**config.mk**
```make
export PLATFORM = sky130hd
export DESIGN_NAME = threshold_alarm_rule_engine_flat
export DESIGN_NICKNAME = d
export VERILOG_FILES = /design/src/rtl/tare_pkg.sv /design/src/rtl/tare_in_if.sv /design/src/rtl/tare_out_if.sv /design/src/rtl/tare_rule_eval.sv /design/src/rtl/threshold_alarm_rule_engine.sv /design/src/flat_wrapper.sv
export SDC_FILE = /design/constraint.sdc
export NUM_CORES = 2
export LEC_CHECK = 0
export ABC_AREA = 1
export BUFFER_PORTS_ARGS = -buffer_cell sky130_fd_sc_hd__buf_2
export CORE_ASPECT_RATIO = 1.25
export CORE_UTILIZATION = 66
export CTS_CLUSTER_DIAMETER = 60
export CTS_CLUSTER_SIZE = 28
export DETAILED_ROUTE_END_ITERATION = 10
export GPL_TIMING_DRIVEN = 1
export PLACE_DENSITY_LB_ADDON = 0.12
export SLEW_MARGIN = 15
export SYNTH_ARGS = -nofsm -noshare
export SYNTH_HDL_FRONTEND = slang
export SYNTH_SLANG_ARGS = --single-unit
export TNS_END_PERCENT = 10
```
**constraint.sdc**
```tcl
create_clock -name clk_i -period 21.4 [get_ports clk_i]
set_clock_uncertainty 0.15 [all_clocks]
set_input_delay 4.28 -clock clk_i [delete_from_list [all_inputs] [get_ports clk_i]]
set_output_delay 4.28 -clock clk_i [all_outputs]
set_load 0.02 [all_outputs]
```
**src/rtl/tare_pkg.sv**
```systemverilog
`timescale 1ns / 1ps
// ----------------------------------------------------------------------------
// tare_pkg: shared types and constants of the alarm rule engine
// Rule table geometry, field codes, the stored rule word and the evaluator
// result that passes from the rule evaluator to the sweep control.
// ----------------------------------------------------------------------------
package tare_pkg;

  localparam int unsigned RULE_COUNT = 16;
  localparam int unsigned IDX_W      = $clog2(RULE_COUNT);
  localparam int unsigned CNT_W      = $clog2(RULE_COUNT + 1);

  typedef enum logic {
    ACT_LOAD   = 1'b0,
    ACT_SAMPLE = 1'b1
  } action_e;

  typedef enum logic [2:0] {
    CMP_GT    = 3'd0,
    CMP_LT    = 3'd1,
    CMP_EQ    = 3'd2,
    CMP_LE    = 3'd3,
    CMP_GE    = 3'd4,
    CMP_NE    = 3'd5,
    CMP_STUCK = 3'd6
  } compare_e;

  typedef enum logic [1:0] {
    LINK_NONE = 2'd0,
    LINK_OR   = 2'd1,
    LINK_AND  = 2'd2
  } link_e;

  typedef enum logic [1:0] {
    ST_IDLE,
    ST_SWEEP,
    ST_FLUSH
  } state_e;

  // One rule as held in the table memory
  typedef struct packed {
    logic [7:0]         source;
    logic [2:0]         compare;
    logic [1:0]         link;
    logic [3:0]         partner;
    logic [7:0]         severity;
    logic [4:0]         channel;
    logic signed [63:0] reference;
    logic [31:0]        hold;
    logic [31:0]        changed_at;
  } rule_t;

  // Outcome of evaluating one rule against the current sample
  typedef struct packed {
    logic       fired;     // new fired flag
    logic       wr_en;     // entry needs writing back (stuck re-latch)
    rule_t      entry;     // entry to write back
    logic       ev_vld;    // an event word is due
    logic [7:0] severity;  // severity of that event, 0 for a clear
  } eval_res_t;

endpackage

```
**src/rtl/tare_in_if.sv**
```systemverilog
`timescale 1ns / 1ps
// ----------------------------------------------------------------------------
// tare_in_if: input channel of the alarm rule engine
// Valid/ready channel carrying rule loads and samples.
// ----------------------------------------------------------------------------
interface tare_in_if;
  logic               valid;
  logic               ready;
  logic               action;
  logic [7:0]         source_id;
  logic signed [63:0] sample_value;
  logic [31:0]        now_seconds;
  logic [3:0]         rule_slot;
  logic [2:0]         rule_compare;
  logic [1:0]         rule_link;
  logic [3:0]         rule_partner;
  logic [7:0]         rule_severity;
  logic [4:0]         rule_channel;
  logic signed [63:0] rule_reference;
  logic [31:0]        rule_hold;

  modport source (
    output valid, action, source_id, sample_value, now_seconds, rule_slot,
           rule_compare, rule_link, rule_partner, rule_severity, rule_channel,
           rule_reference, rule_hold,
    input  ready
  );

  modport sink (
    input  valid, action, source_id, sample_value, now_seconds, rule_slot,
           rule_compare, rule_link, rule_partner, rule_severity, rule_channel,
           rule_reference, rule_hold,
    output ready
  );
endinterface

```
**src/rtl/tare_out_if.sv**
```systemverilog
`timescale 1ns / 1ps
// ----------------------------------------------------------------------------
// tare_out_if: event channel of the alarm rule engine
// Valid/ready channel carrying alarm raise and clear events.
// ----------------------------------------------------------------------------
interface tare_out_if;
  logic       valid;
  logic       ready;
  logic [3:0] event_rule;
  logic [7:0] event_severity;
  logic [4:0] event_channel;
  logic       last_event;

  modport source (
    output valid, event_rule, event_severity, event_channel, last_event,
    input  ready
  );

  modport sink (
    input  valid, event_rule, event_severity, event_channel, last_event,
    output ready
  );
endinterface

```
**src/rtl/tare_rule_eval.sv**
```systemverilog
`timescale 1ns / 1ps
// ----------------------------------------------------------------------------
// tare_rule_eval: single rule evaluator
// Compares a sample against one rule, applies the partner link and works
// out the new fired flag, the stuck re-latch and any event due.
// ----------------------------------------------------------------------------
module tare_rule_eval (
  input  tare_pkg::rule_t     entry_i,
  input  logic                valid_i,
  input  logic                fired_i,
  input  logic                partner_fired_i,
  input  logic [7:0]          src_i,
  input  logic signed [63:0]  value_i,
  input  logic [31:0]         now_i,
  output tare_pkg::eval_res_t res_o
);
  import tare_pkg::*;

  logic        match;
  logic        differs;
  logic        cmp_hit;
  logic        hit;
  logic        stuck;
  logic [31:0] age;

  assign match   = valid_i && (entry_i.source == src_i);
  assign differs = (value_i != entry_i.reference);
  assign stuck   = (entry_i.compare == CMP_STUCK);
  assign age     = now_i - entry_i.changed_at;

  always_comb begin
    case (entry_i.compare)
      CMP_GT:    cmp_hit = value_i >  entry_i.reference;
      CMP_LT:    cmp_hit = value_i <  entry_i.reference;
      CMP_EQ:    cmp_hit = !differs;
      CMP_LE:    cmp_hit = value_i <= entry_i.reference;
      CMP_GE:    cmp_hit = value_i >= entry_i.reference;
      CMP_NE:    cmp_hit = differs;
      CMP_STUCK: cmp_hit = !differs && (age > entry_i.hold);
      default:   cmp_hit = 1'b0;
    endcase
  end

  always_comb begin
    case (entry_i.link)
      LINK_OR:  hit = cmp_hit || partner_fired_i;
      LINK_AND: hit = cmp_hit && partner_fired_i;
      default:  hit = cmp_hit;
    endcase
  end

  always_comb begin
    res_o          = '0;
    res_o.fired    = match ? hit : fired_i;
    res_o.wr_en    = match && stuck && differs;
    res_o.entry    = entry_i;
    res_o.entry.reference  = value_i;
    res_o.entry.changed_at = now_i;
    res_o.ev_vld   = match && ((hit && !fired_i && (entry_i.severity != 8'd0)) ||
                               (!hit && fired_i));
    res_o.severity = hit ? entry_i.severity : 8'd0;
  end

endmodule

```
**src/rtl/threshold_alarm_rule_engine.sv**
```systemverilog
`timescale 1ns / 1ps
// ----------------------------------------------------------------------------
// threshold_alarm_rule_engine: table driven threshold alarm engine
// Holds 16 alarm rules in a single-port-read table memory and sweeps them
// for every sample, emitting raise and clear events.
// ----------------------------------------------------------------------------
// Usage
//   in_i carries one word per load or sample. A load (action 0) writes a rule
//   into its slot, sets it valid and clears its fired flag.
//   A sample (action 1) starts a sweep over all slots in index order; each
//   valid rule whose source matches is evaluated against the sample, and its
//   partner flag is taken as it stands at that point of the sweep.
//   out_o words are the events of the sweep, in rule order; the last word of
//   a sample carries last_event. A sample with no state change yields none.
// Timing
//   A load is written into the table when it is accepted. A sample is
//   accepted, then swept one slot per cycle behind the registered table
//   read while out_o does not stall, then flushed. The table read port,
//   one slot a cycle, sets that rate.
//   in_i.ready is high only between items.
// Reset
//   Clears all valid and fired flags and empties the event path. Table
//   contents are not cleared; unused slots are never evaluated.
// Back-pressure
//   The newest event waits in a holding register until it is known whether
//   another follows; when a new event meets out_o stalled with both registers
//   full, the sweep holds on its current slot until a word drains.
// ----------------------------------------------------------------------------
module threshold_alarm_rule_engine (
  input  logic        clk_i,
  input  logic        rst_ni,
  tare_in_if.sink     in_i,
  tare_out_if.source  out_o
);
  import tare_pkg::*;

  // Rule table memory
  rule_t              rule_mem [RULE_COUNT];
  logic               mem_re;
  logic [IDX_W-1:0]   mem_raddr;
  logic               mem_we;
  logic [IDX_W-1:0]   mem_waddr;
  rule_t              mem_wdata;
  rule_t              rd_data_q;

  // Sweep control
  state_e             state_q, state_d;
  logic [CNT_W-1:0]   rd_idx_q, rd_idx_d;
  logic               ev_vld_q, ev_vld_d;
  logic [IDX_W-1:0]   ev_idx_q, ev_idx_d;
  logic [RULE_COUNT-1:0] valid_q, valid_d;
  logic [RULE_COUNT-1:0] fired_q, fired_d;

  // Latched sample
  logic [7:0]         smp_src_q;
  logic signed [63:0] smp_val_q;
  logic [31:0]        smp_now_q;

  // Holding register for the newest event
  logic               pend_vld_q, pend_vld_d;
  logic [IDX_W-1:0]   pend_rule_q, pend_rule_d;
  logic [7:0]         pend_sev_q, pend_sev_d;
  logic [4:0]         pend_chan_q, pend_chan_d;

  // Output register
  logic               out_vld_q, out_vld_d;
  logic [IDX_W-1:0]   out_rule_q, out_rule_d;
  logic [7:0]         out_sev_q, out_sev_d;
  logic [4:0]         out_chan_q, out_chan_d;
  logic               out_last_q, out_last_d;

  logic               in_fire;
  logic               is_sample;
  logic               load;
  logic               sweep_done;
  logic               out_free;
  logic               stall;
  logic               step;
  logic               eval_now;
  logic               emit;
  logic               partner_fired;
  eval_res_t          res;

  assign in_fire    = in_i.valid && in_i.ready;
  assign is_sample  = (in_i.action == ACT_SAMPLE);
  assign load       = in_fire && !is_sample && (32'(in_i.rule_slot) < RULE_COUNT);
  assign sweep_done = (rd_idx_q == CNT_W'(RULE_COUNT));
  assign out_free   = !out_vld_q || out_o.ready;

  // Partner flag as it stands now; an index beyond the table reads as clear
  assign partner_fired = (32'(rd_data_q.partner) < RULE_COUNT) &&
                         fired_q[rd_data_q.partner[IDX_W-1:0]];

  tare_rule_eval u_eval (
    .entry_i         (rd_data_q),
    .valid_i         (valid_q[ev_idx_q]),
    .fired_i         (fired_q[ev_idx_q]),
    .partner_fired_i (partner_fired),
    .src_i           (smp_src_q),
    .value_i         (smp_val_q),
    .now_i           (smp_now_q),
    .res_o           (res)
  );

  // Hold the sweep when a new event meets a full holding and output pair
  assign stall    = ev_vld_q && res.ev_vld && pend_vld_q && !out_free;
  assign step     = (state_q == ST_SWEEP) && !stall;
  assign eval_now = step && ev_vld_q;
  assign emit     = eval_now && res.ev_vld;

  // Next state
  always_comb begin
    state_d = state_q;
    unique case (state_q)
      ST_IDLE:  if (in_fire && is_sample) state_d = ST_SWEEP;
      ST_SWEEP: if (step && sweep_done && !ev_vld_q) state_d = ST_FLUSH;
      ST_FLUSH: if (!pend_vld_q || out_free) state_d = ST_IDLE;
      default:  state_d = ST_IDLE;
    endcase
  end

  // State-derived outputs
  always_comb begin
    in_i.ready = 1'b0;
    unique case (state_q)
      ST_IDLE:  in_i.ready = 1'b1;
      ST_SWEEP: in_i.ready = 1'b0;
      ST_FLUSH: in_i.ready = 1'b0;
      default:  in_i.ready = 1'b0;
    endcase
  end

  // Table access: read the next slot, write back the evaluated one or a load
  always_comb begin
    mem_re    = step && !sweep_done;
    mem_raddr = rd_idx_q[IDX_W-1:0];
    mem_we    = 1'b0;
    mem_waddr = ev_idx_q;
    mem_wdata = res.entry;
    if (load) begin
      mem_we               = 1'b1;
      mem_waddr            = in_i.rule_slot[IDX_W-1:0];
      mem_wdata.source     = in_i.source_id;
      mem_wdata.compare    = in_i.rule_compare;
      mem_wdata.link       = in_i.rule_link;
      mem_wdata.partner    = in_i.rule_partner;
      mem_wdata.severity   = in_i.rule_severity;
      mem_wdata.channel    = in_i.rule_channel;
      mem_wdata.reference  = in_i.rule_reference;
      mem_wdata.hold       = in_i.rule_hold;
      mem_wdata.changed_at = in_i.now_seconds;
    end else if (eval_now && res.wr_en) begin
      mem_we = 1'b1;
    end
  end

  always_ff @(posedge clk_i) begin
    if (mem_we) begin
      rule_mem[mem_waddr] <= mem_wdata;
    end
    if (mem_re) begin
      rd_data_q <= rule_mem[mem_raddr];
    end
  end

  // Sweep pointers and rule flags
  always_comb begin
    rd_idx_d = rd_idx_q;
    ev_vld_d = ev_vld_q;
    ev_idx_d = ev_idx_q;
    valid_d  = valid_q;
    fired_d  = fired_q;
    if (in_fire && is_sample) begin
      rd_idx_d = '0;
      ev_vld_d = 1'b0;
    end
    if (step) begin
      ev_vld_d = !sweep_done;
      ev_idx_d = rd_idx_q[IDX_W-1:0];
      if (!sweep_done) begin
        rd_idx_d = rd_idx_q + CNT_W'(1);
      end
    end
    if (eval_now) begin
      fired_d[ev_idx_q] = res.fired;
    end
    if (load) begin
      valid_d[in_i.rule_slot[IDX_W-1:0]] = 1'b1;
      fired_d[in_i.rule_slot[IDX_W-1:0]] = 1'b0;
    end
  end

  // Event path: push the held word out once another arrives or the sweep ends
  always_comb begin
    pend_vld_d  = pend_vld_q;
    pend_rule_d = pend_rule_q;
    pend_sev_d  = pend_sev_q;
    pend_chan_d = pend_chan_q;
    out_vld_d   = out_vld_q && !out_o.ready;
    out_rule_d  = out_rule_q;
    out_sev_d   = out_sev_q;
    out_chan_d  = out_chan_q;
    out_last_d  = out_last_q;
    if (emit) begin
      if (pend_vld_q) begin
        out_vld_d  = 1'b1;
        out_rule_d = pend_rule_q;
        out_sev_d  = pend_sev_q;
        out_chan_d = pend_chan_q;
        out_last_d = 1'b0;
      end
      pend_vld_d  = 1'b1;
      pend_rule_d = ev_idx_q;
      pend_sev_d  = res.severity;
      pend_chan_d = rd_data_q.channel;
    end
    if ((state_q == ST_FLUSH) && pend_vld_q && out_free) begin
      out_vld_d  = 1'b1;
      out_rule_d = pend_rule_q;
      out_sev_d  = pend_sev_q;
      out_chan_d = pend_chan_q;
      out_last_d = 1'b1;
      pend_vld_d = 1'b0;
    end
  end

  always_ff @(posedge clk_i or negedge rst_ni) begin
    if (!rst_ni) begin
      state_q    <= ST_IDLE;
      rd_idx_q   <= '0;
      ev_vld_q   <= 1'b0;
      valid_q    <= '0;
      fired_q    <= '0;
      pend_vld_q <= 1'b0;
      out_vld_q  <= 1'b0;
    end else begin
      state_q    <= state_d;
      rd_idx_q   <= rd_idx_d;
      ev_vld_q   <= ev_vld_d;
      valid_q    <= valid_d;
      fired_q    <= fired_d;
      pend_vld_q <= pend_vld_d;
      out_vld_q  <= out_vld_d;
    end
  end

  // Payload registers
  always_ff @(posedge clk_i) begin
    ev_idx_q    <= ev_idx_d;
    pend_rule_q <= pend_rule_d;
    pend_sev_q  <= pend_sev_d;
    pend_chan_q <= pend_chan_d;
    out_rule_q  <= out_rule_d;
    out_sev_q   <= out_sev_d;
    out_chan_q  <= out_chan_d;
    out_last_q  <= out_last_d;
    if (in_fire && is_sample) begin
      smp_src_q <= in_i.source_id;
      smp_val_q <= in_i.sample_value;
      smp_now_q <= in_i.now_seconds;
    end
  end

  assign out_o.valid          = out_vld_q;
  assign out_o.event_rule     = out_rule_q;
  assign out_o.event_severity = out_sev_q;
  assign out_o.event_channel  = out_chan_q;
  assign out_o.last_event     = out_last_q;

endmodule
```
**src/flat_wrapper.sv**
```systemverilog
// flat-port wrapper written by rule: the top's interface ports become plain ports
module threshold_alarm_rule_engine_flat import tare_pkg::*;
  (clk_i, rst_ni, in_i_valid, in_i_action, in_i_source_id, in_i_sample_value, in_i_now_seconds, in_i_rule_slot, in_i_rule_compare, in_i_rule_link, in_i_rule_partner, in_i_rule_severity, in_i_rule_channel, in_i_rule_reference, in_i_rule_hold, in_i_ready, out_o_valid, out_o_event_rule, out_o_event_severity, out_o_event_channel, out_o_last_event, out_o_ready);
  tare_in_if in_i_i ();
  tare_out_if out_o_i ();
  input  logic clk_i;
  input  logic rst_ni;
  input wire logic [$bits(in_i_i.valid)-1:0] in_i_valid;
  input wire logic [$bits(in_i_i.action)-1:0] in_i_action;
  input wire logic [$bits(in_i_i.source_id)-1:0] in_i_source_id;
  input wire logic [$bits(in_i_i.sample_value)-1:0] in_i_sample_value;
  input wire logic [$bits(in_i_i.now_seconds)-1:0] in_i_now_seconds;
  input wire logic [$bits(in_i_i.rule_slot)-1:0] in_i_rule_slot;
  input wire logic [$bits(in_i_i.rule_compare)-1:0] in_i_rule_compare;
  input wire logic [$bits(in_i_i.rule_link)-1:0] in_i_rule_link;
  input wire logic [$bits(in_i_i.rule_partner)-1:0] in_i_rule_partner;
  input wire logic [$bits(in_i_i.rule_severity)-1:0] in_i_rule_severity;
  input wire logic [$bits(in_i_i.rule_channel)-1:0] in_i_rule_channel;
  input wire logic [$bits(in_i_i.rule_reference)-1:0] in_i_rule_reference;
  input wire logic [$bits(in_i_i.rule_hold)-1:0] in_i_rule_hold;
  output wire logic [$bits(in_i_i.ready)-1:0] in_i_ready;
  output wire logic [$bits(out_o_i.valid)-1:0] out_o_valid;
  output wire logic [$bits(out_o_i.event_rule)-1:0] out_o_event_rule;
  output wire logic [$bits(out_o_i.event_severity)-1:0] out_o_event_severity;
  output wire logic [$bits(out_o_i.event_channel)-1:0] out_o_event_channel;
  output wire logic [$bits(out_o_i.last_event)-1:0] out_o_last_event;
  input wire logic [$bits(out_o_i.ready)-1:0] out_o_ready;
  assign in_i_i.valid = in_i_valid;
  assign in_i_i.action = in_i_action;
  assign in_i_i.source_id = in_i_source_id;
  assign in_i_i.sample_value = in_i_sample_value;
  assign in_i_i.now_seconds = in_i_now_seconds;
  assign in_i_i.rule_slot = in_i_rule_slot;
  assign in_i_i.rule_compare = in_i_rule_compare;
  assign in_i_i.rule_link = in_i_rule_link;
  assign in_i_i.rule_partner = in_i_rule_partner;
  assign in_i_i.rule_severity = in_i_rule_severity;
  assign in_i_i.rule_channel = in_i_rule_channel;
  assign in_i_i.rule_reference = in_i_rule_reference;
  assign in_i_i.rule_hold = in_i_rule_hold;
  assign in_i_ready = in_i_i.ready;
  assign out_o_valid = out_o_i.valid;
  assign out_o_event_rule = out_o_i.event_rule;
  assign out_o_event_severity = out_o_i.event_severity;
  assign out_o_event_channel = out_o_i.event_channel;
  assign out_o_last_event = out_o_i.last_event;
  assign out_o_i.ready = out_o_ready;
  threshold_alarm_rule_engine u_core (.clk_i(clk_i), .rst_ni(rst_ni), .in_i(in_i_i), .out_o(out_o_i));
endmodule
```
==> results.json <==
{
  "status": "completed",
  "fp.dieArea_um2": 175000,
  "final_nets": 9230,
  "drtIter0Drc": 10800,
  "totalWireLength_mm": 309,
  "synth_edf_count": 2828,
  "setup_violations": 0,
  "io_pins": 251,
  "startpoint_type": "flip-flop",
  "finalCritPeriodShare": 0.481,
  "cts_tree": "built",
  "drive_gt1_frac": 0.0728,
  "endpoint_kind": "flip-flop",
  "stdcell_area_um2": 122000,
  "path_class": "reg2reg",
  "post-route-drc-count": 0,
  "min_period_ns": 10.30,
  "postSynthAreaPerCell_um2": 12.9,
  "gp_congestion": 0.867,
  "critPathRequiredTime_ns": 21.72,
  "finalHoldViolCount": 0,
  "clkPwrFrac": 0.204,
  "cts_resized": 0,
  "critPathArrivalTime_ns": 10.62,
  "antenna_found_initial": 26,
  "ant_nets": 0,
  "async_flop_share": 0.0146,
  "critPathLaunch": "u_core.smp_now_q[0]",
  "port_buffers": 250,
  "vias": 74200,
  "min_from": "u_core.pend_rule_q[3]",
  "power_density_nw_per_um2": 130,
  "ys.flop_type": "edfxtp_1",
  "hold_ws_ns": 0.295,
  "cts-root-buf": "clkbuf_16",
  "die_h_um": 467,
  "clkSlewWorstSetupHoldPaths_ns": 0.10,
  "grt_pass1_vias": 70800,
  "p_sw_mw": 6.07,
  "cts.sinks": 2871,
  "start_util": 0.665,
  "crit_top_cell": "nand2_1",
  "final_util": 0.713,
  "max_stage_delay_ns": 0.94,
  "final_cells": 11200,
  "place_inst": 11000,
  "cts_buffer_depth": 3,
  "cts_setup_buffers": 0,
  "ys_seq_elements": 2871,
  "slowest_stage": "a21oi_4",
  "row_count": 170,
  "reg2reg_from": "u_core.smp_now_q[0]",
  "intPower_mw": 9.85,
  "ys_types": 50,
  "vias_per_cell": 6.62,
  "finalSetupTns_ns": 0,
  "drt_pass1_iterations": 6,
  "synth-seq-area-share": 0.753,
  "synth_cells": 8880,
  "chipWidth_um": 374,
  "cap_violations": 0,
  "core_area_um2": 172000,
  "fmax_ghz": 0.0971,
  "syn_nets": 9243,
  "p_leak_nw": 40.9,
  "cts_buffers": 142,
  "grt_pass1_wl_mm": 451,
  "cts_max_level": 4,
  "p_sw_frac": 0.381,
  "peakVddDrop_v": 0.000102,
  "hp-class": "reg2reg",
  "grt_overflow_total": 0,
  "grt_max_degree": 209,
  "syn_area_um2": 114000,
  "dpl-instance-area_um2": 118000,
  "worst_slew_pin_slew_ns": 1.39,
  "relSlewSlack": 0.0719,
  "p_seq_frac": 0.449,
  "p_comb_frac": 0.347,
  "areaGrowthSynthToFinish_pct": 7.22,
  "clk_latency_ns": 0.85,
  "cts_hold_buffers": 0,
  "path_max_fanout": 50,
  "wl_per_cell_um": 27.6,
  "yosys_warnings": 0,
  "hpwlAfterDp_mm": 169,
  "grt.total_usage": 0.351,
  "rsz0062_at_grt": "no",
  "num-fill-cells": 11300,
  "final-max-slew-violation-count": 0
}
critical path, delay by kind of cell (launching register included):
| kind | cells | cell delay [ns] |
|---|---|---|
| flops | 1 | 0.34 |
| compound gates | 8 | 2.64 |
| simple gates | 23 | 2.93 |
| buf+inv | 8 | 2.84 |
| fa+ha+maj | 3 | 0.67 |
| xor+xnor | 1 | 0.17 |
registers in the layout, indices dropped and copies added (netlist names), 5 cells and up:
register / cells
u_core.smp_src_q: 8
u_core.rd_data_q: 158
u_core.pend_chan_q: 5
u_core.smp_val_q: 64
u_core.rd_idx_q: 5
u_core.smp_now_q: 32
u_core.out_o.event_severity: 8
u_core.valid_q: 16
u_core.pend_sev_q: 8
u_core.out_o.event_channel: 5
u_core.fired_q: 16
u_core.rule_mem: 2528
Yosys cell counts, types with 2 or more instances:
| cell type | count | area (um^2) |
|---|---|---|
| a211oi_1 | 4 | 30.0 |
| a21o_1 | 5 | 37.5 |
| a21oi_1 | 92 | 460 |
| a21oi_2 | 10 | 87.6 |
| a31oi_1 | 6 | 37.5 |
| buf_1 | 14 | 52.6 |
| buf_2 | 5 | 25.0 |
| clkbuf_1 | 521 | 1960 |
| dfrtp_1 | 42 | 1050 |
| edfxtp_1 | 2828 | 84900 |
| ha_1 | 131 | 1640 |
| inv_1 | 246 | 923 |
| inv_2 | 2 | 7.51 |
| nand2_1 | 1252 | 4700 |
| nand2_2 | 3 | 18.8 |
| nand3_1 | 31 | 155 |
| nand3b_1 | 2 | 15.0 |
| nand4_1 | 187 | 1170 |
| nor2_1 | 1393 | 5230 |
| nor3_1 | 8 | 40.0 |
| nor4_1 | 6 | 37.5 |
| o21a_1 | 8 | 60.1 |
| o21ai_0 | 1358 | 6800 |
| o21ai_1 | 10 | 50.1 |
| o22ai_1 | 649 | 4060 |
| o31ai_1 | 4 | 30.0 |
| xnor2_1 | 12 | 105 |
| xor2_1 | 29 | 254 |
layer usage:
| metal | track usage | part of all wire | up-vias | wire length (um) |
|---|---|---|---|---|
| met5 | 0 | 0.00018 | - | 55 |
| met4 | 0.153 | 0.045 | 10 | 13900 |
| met3 | 0.0538 | 0.10 | 661 | 30800 |
| met2 | 0.571 | 0.49 | 4559 | 150000 |
| met1 | 0.476 | 0.37 | 36600 | 114000 |
| li1 | - | - | 32300 | - |
stage by stage:
step | total power [mW] | worst slack, ns
after floorplan | 10.7 | 7.38
after global placement | 12.5 | 11.31
after detailed placement | 12.7 | 11.21
after CTS | 15.8 | 11.20
after global routing | 16.6 | 10.57
final | 15.9 | 11.10
final timing paths:
path,endpoint,slack (ns),depth (start not counted)
hold reg to reg,u_core.out_o.event_rule[3],0.29,0
setup reg to reg,u_core.rule_mem[4][70],11.10,43
max in group asynchronous,u_core.rd_idx_q[1],16.95,1
min in group asynchronous,u_core.pend_vld_q,3.44,1
hold / removal,u_core.out_o.event_rule[3],0.29,0
setup / recovery,u_core.rule_mem[4][70],11.10,43
cells in the final DEF (no fill, tap or decap), drive strengths merged, types with 131 or more instances in the layout:
| cell | instances |
|---|---|
| edfxtp | 2828 |
| buf | 384 |
| nor2 | 1394 |
| ha | 131 |
| nand2 | 1256 |
| o21ai | 1369 |
| inv | 285 |
| clkbuf | 161 |
| nand4 | 189 |
| o22ai | 649 |
area by class of cell:
cell class | instances | area (um^2) | area share
Tap cell | 2236 | 2800 | 0.0229
Timing Repair Buffer | 384 | 2480 | 0.0203
Clock inverter | 78 | 946 | 0.00773
Inverter | 250 | 976 | 0.00797
Antenna cell | 10 | 25.0 | 0.000204
Multi-Input combinational cell | 5218 | 25400 | 0.207
Clock buffer | 161 | 3820 | 0.0312
Sequential cell | 2871 | 86000 | 0.702
kinds of logic after synthesis:
kind of cell | after synthesis | synth area share
compound gates | 2154 | 0.103
xor+xnor | 41 | 0.00314
simple gates | 2891 | 0.100
fa+ha+maj | 132 | 0.0145
flops | 2871 | 0.753
buf+inv | 791 | 0.0261
power groups by stage:
stage               Combinational (mW)  Sequential, mW  Clock, mW
floorplan                         3.53            7.18          0
CTS                               5.45            7.13       3.26
detailed placement                5.42            7.26          0
finish                            5.53            7.14       3.25
global route                      5.99            7.16       3.44
global placement                  5.29            7.25          0
(Power assumes the default switching activity.)
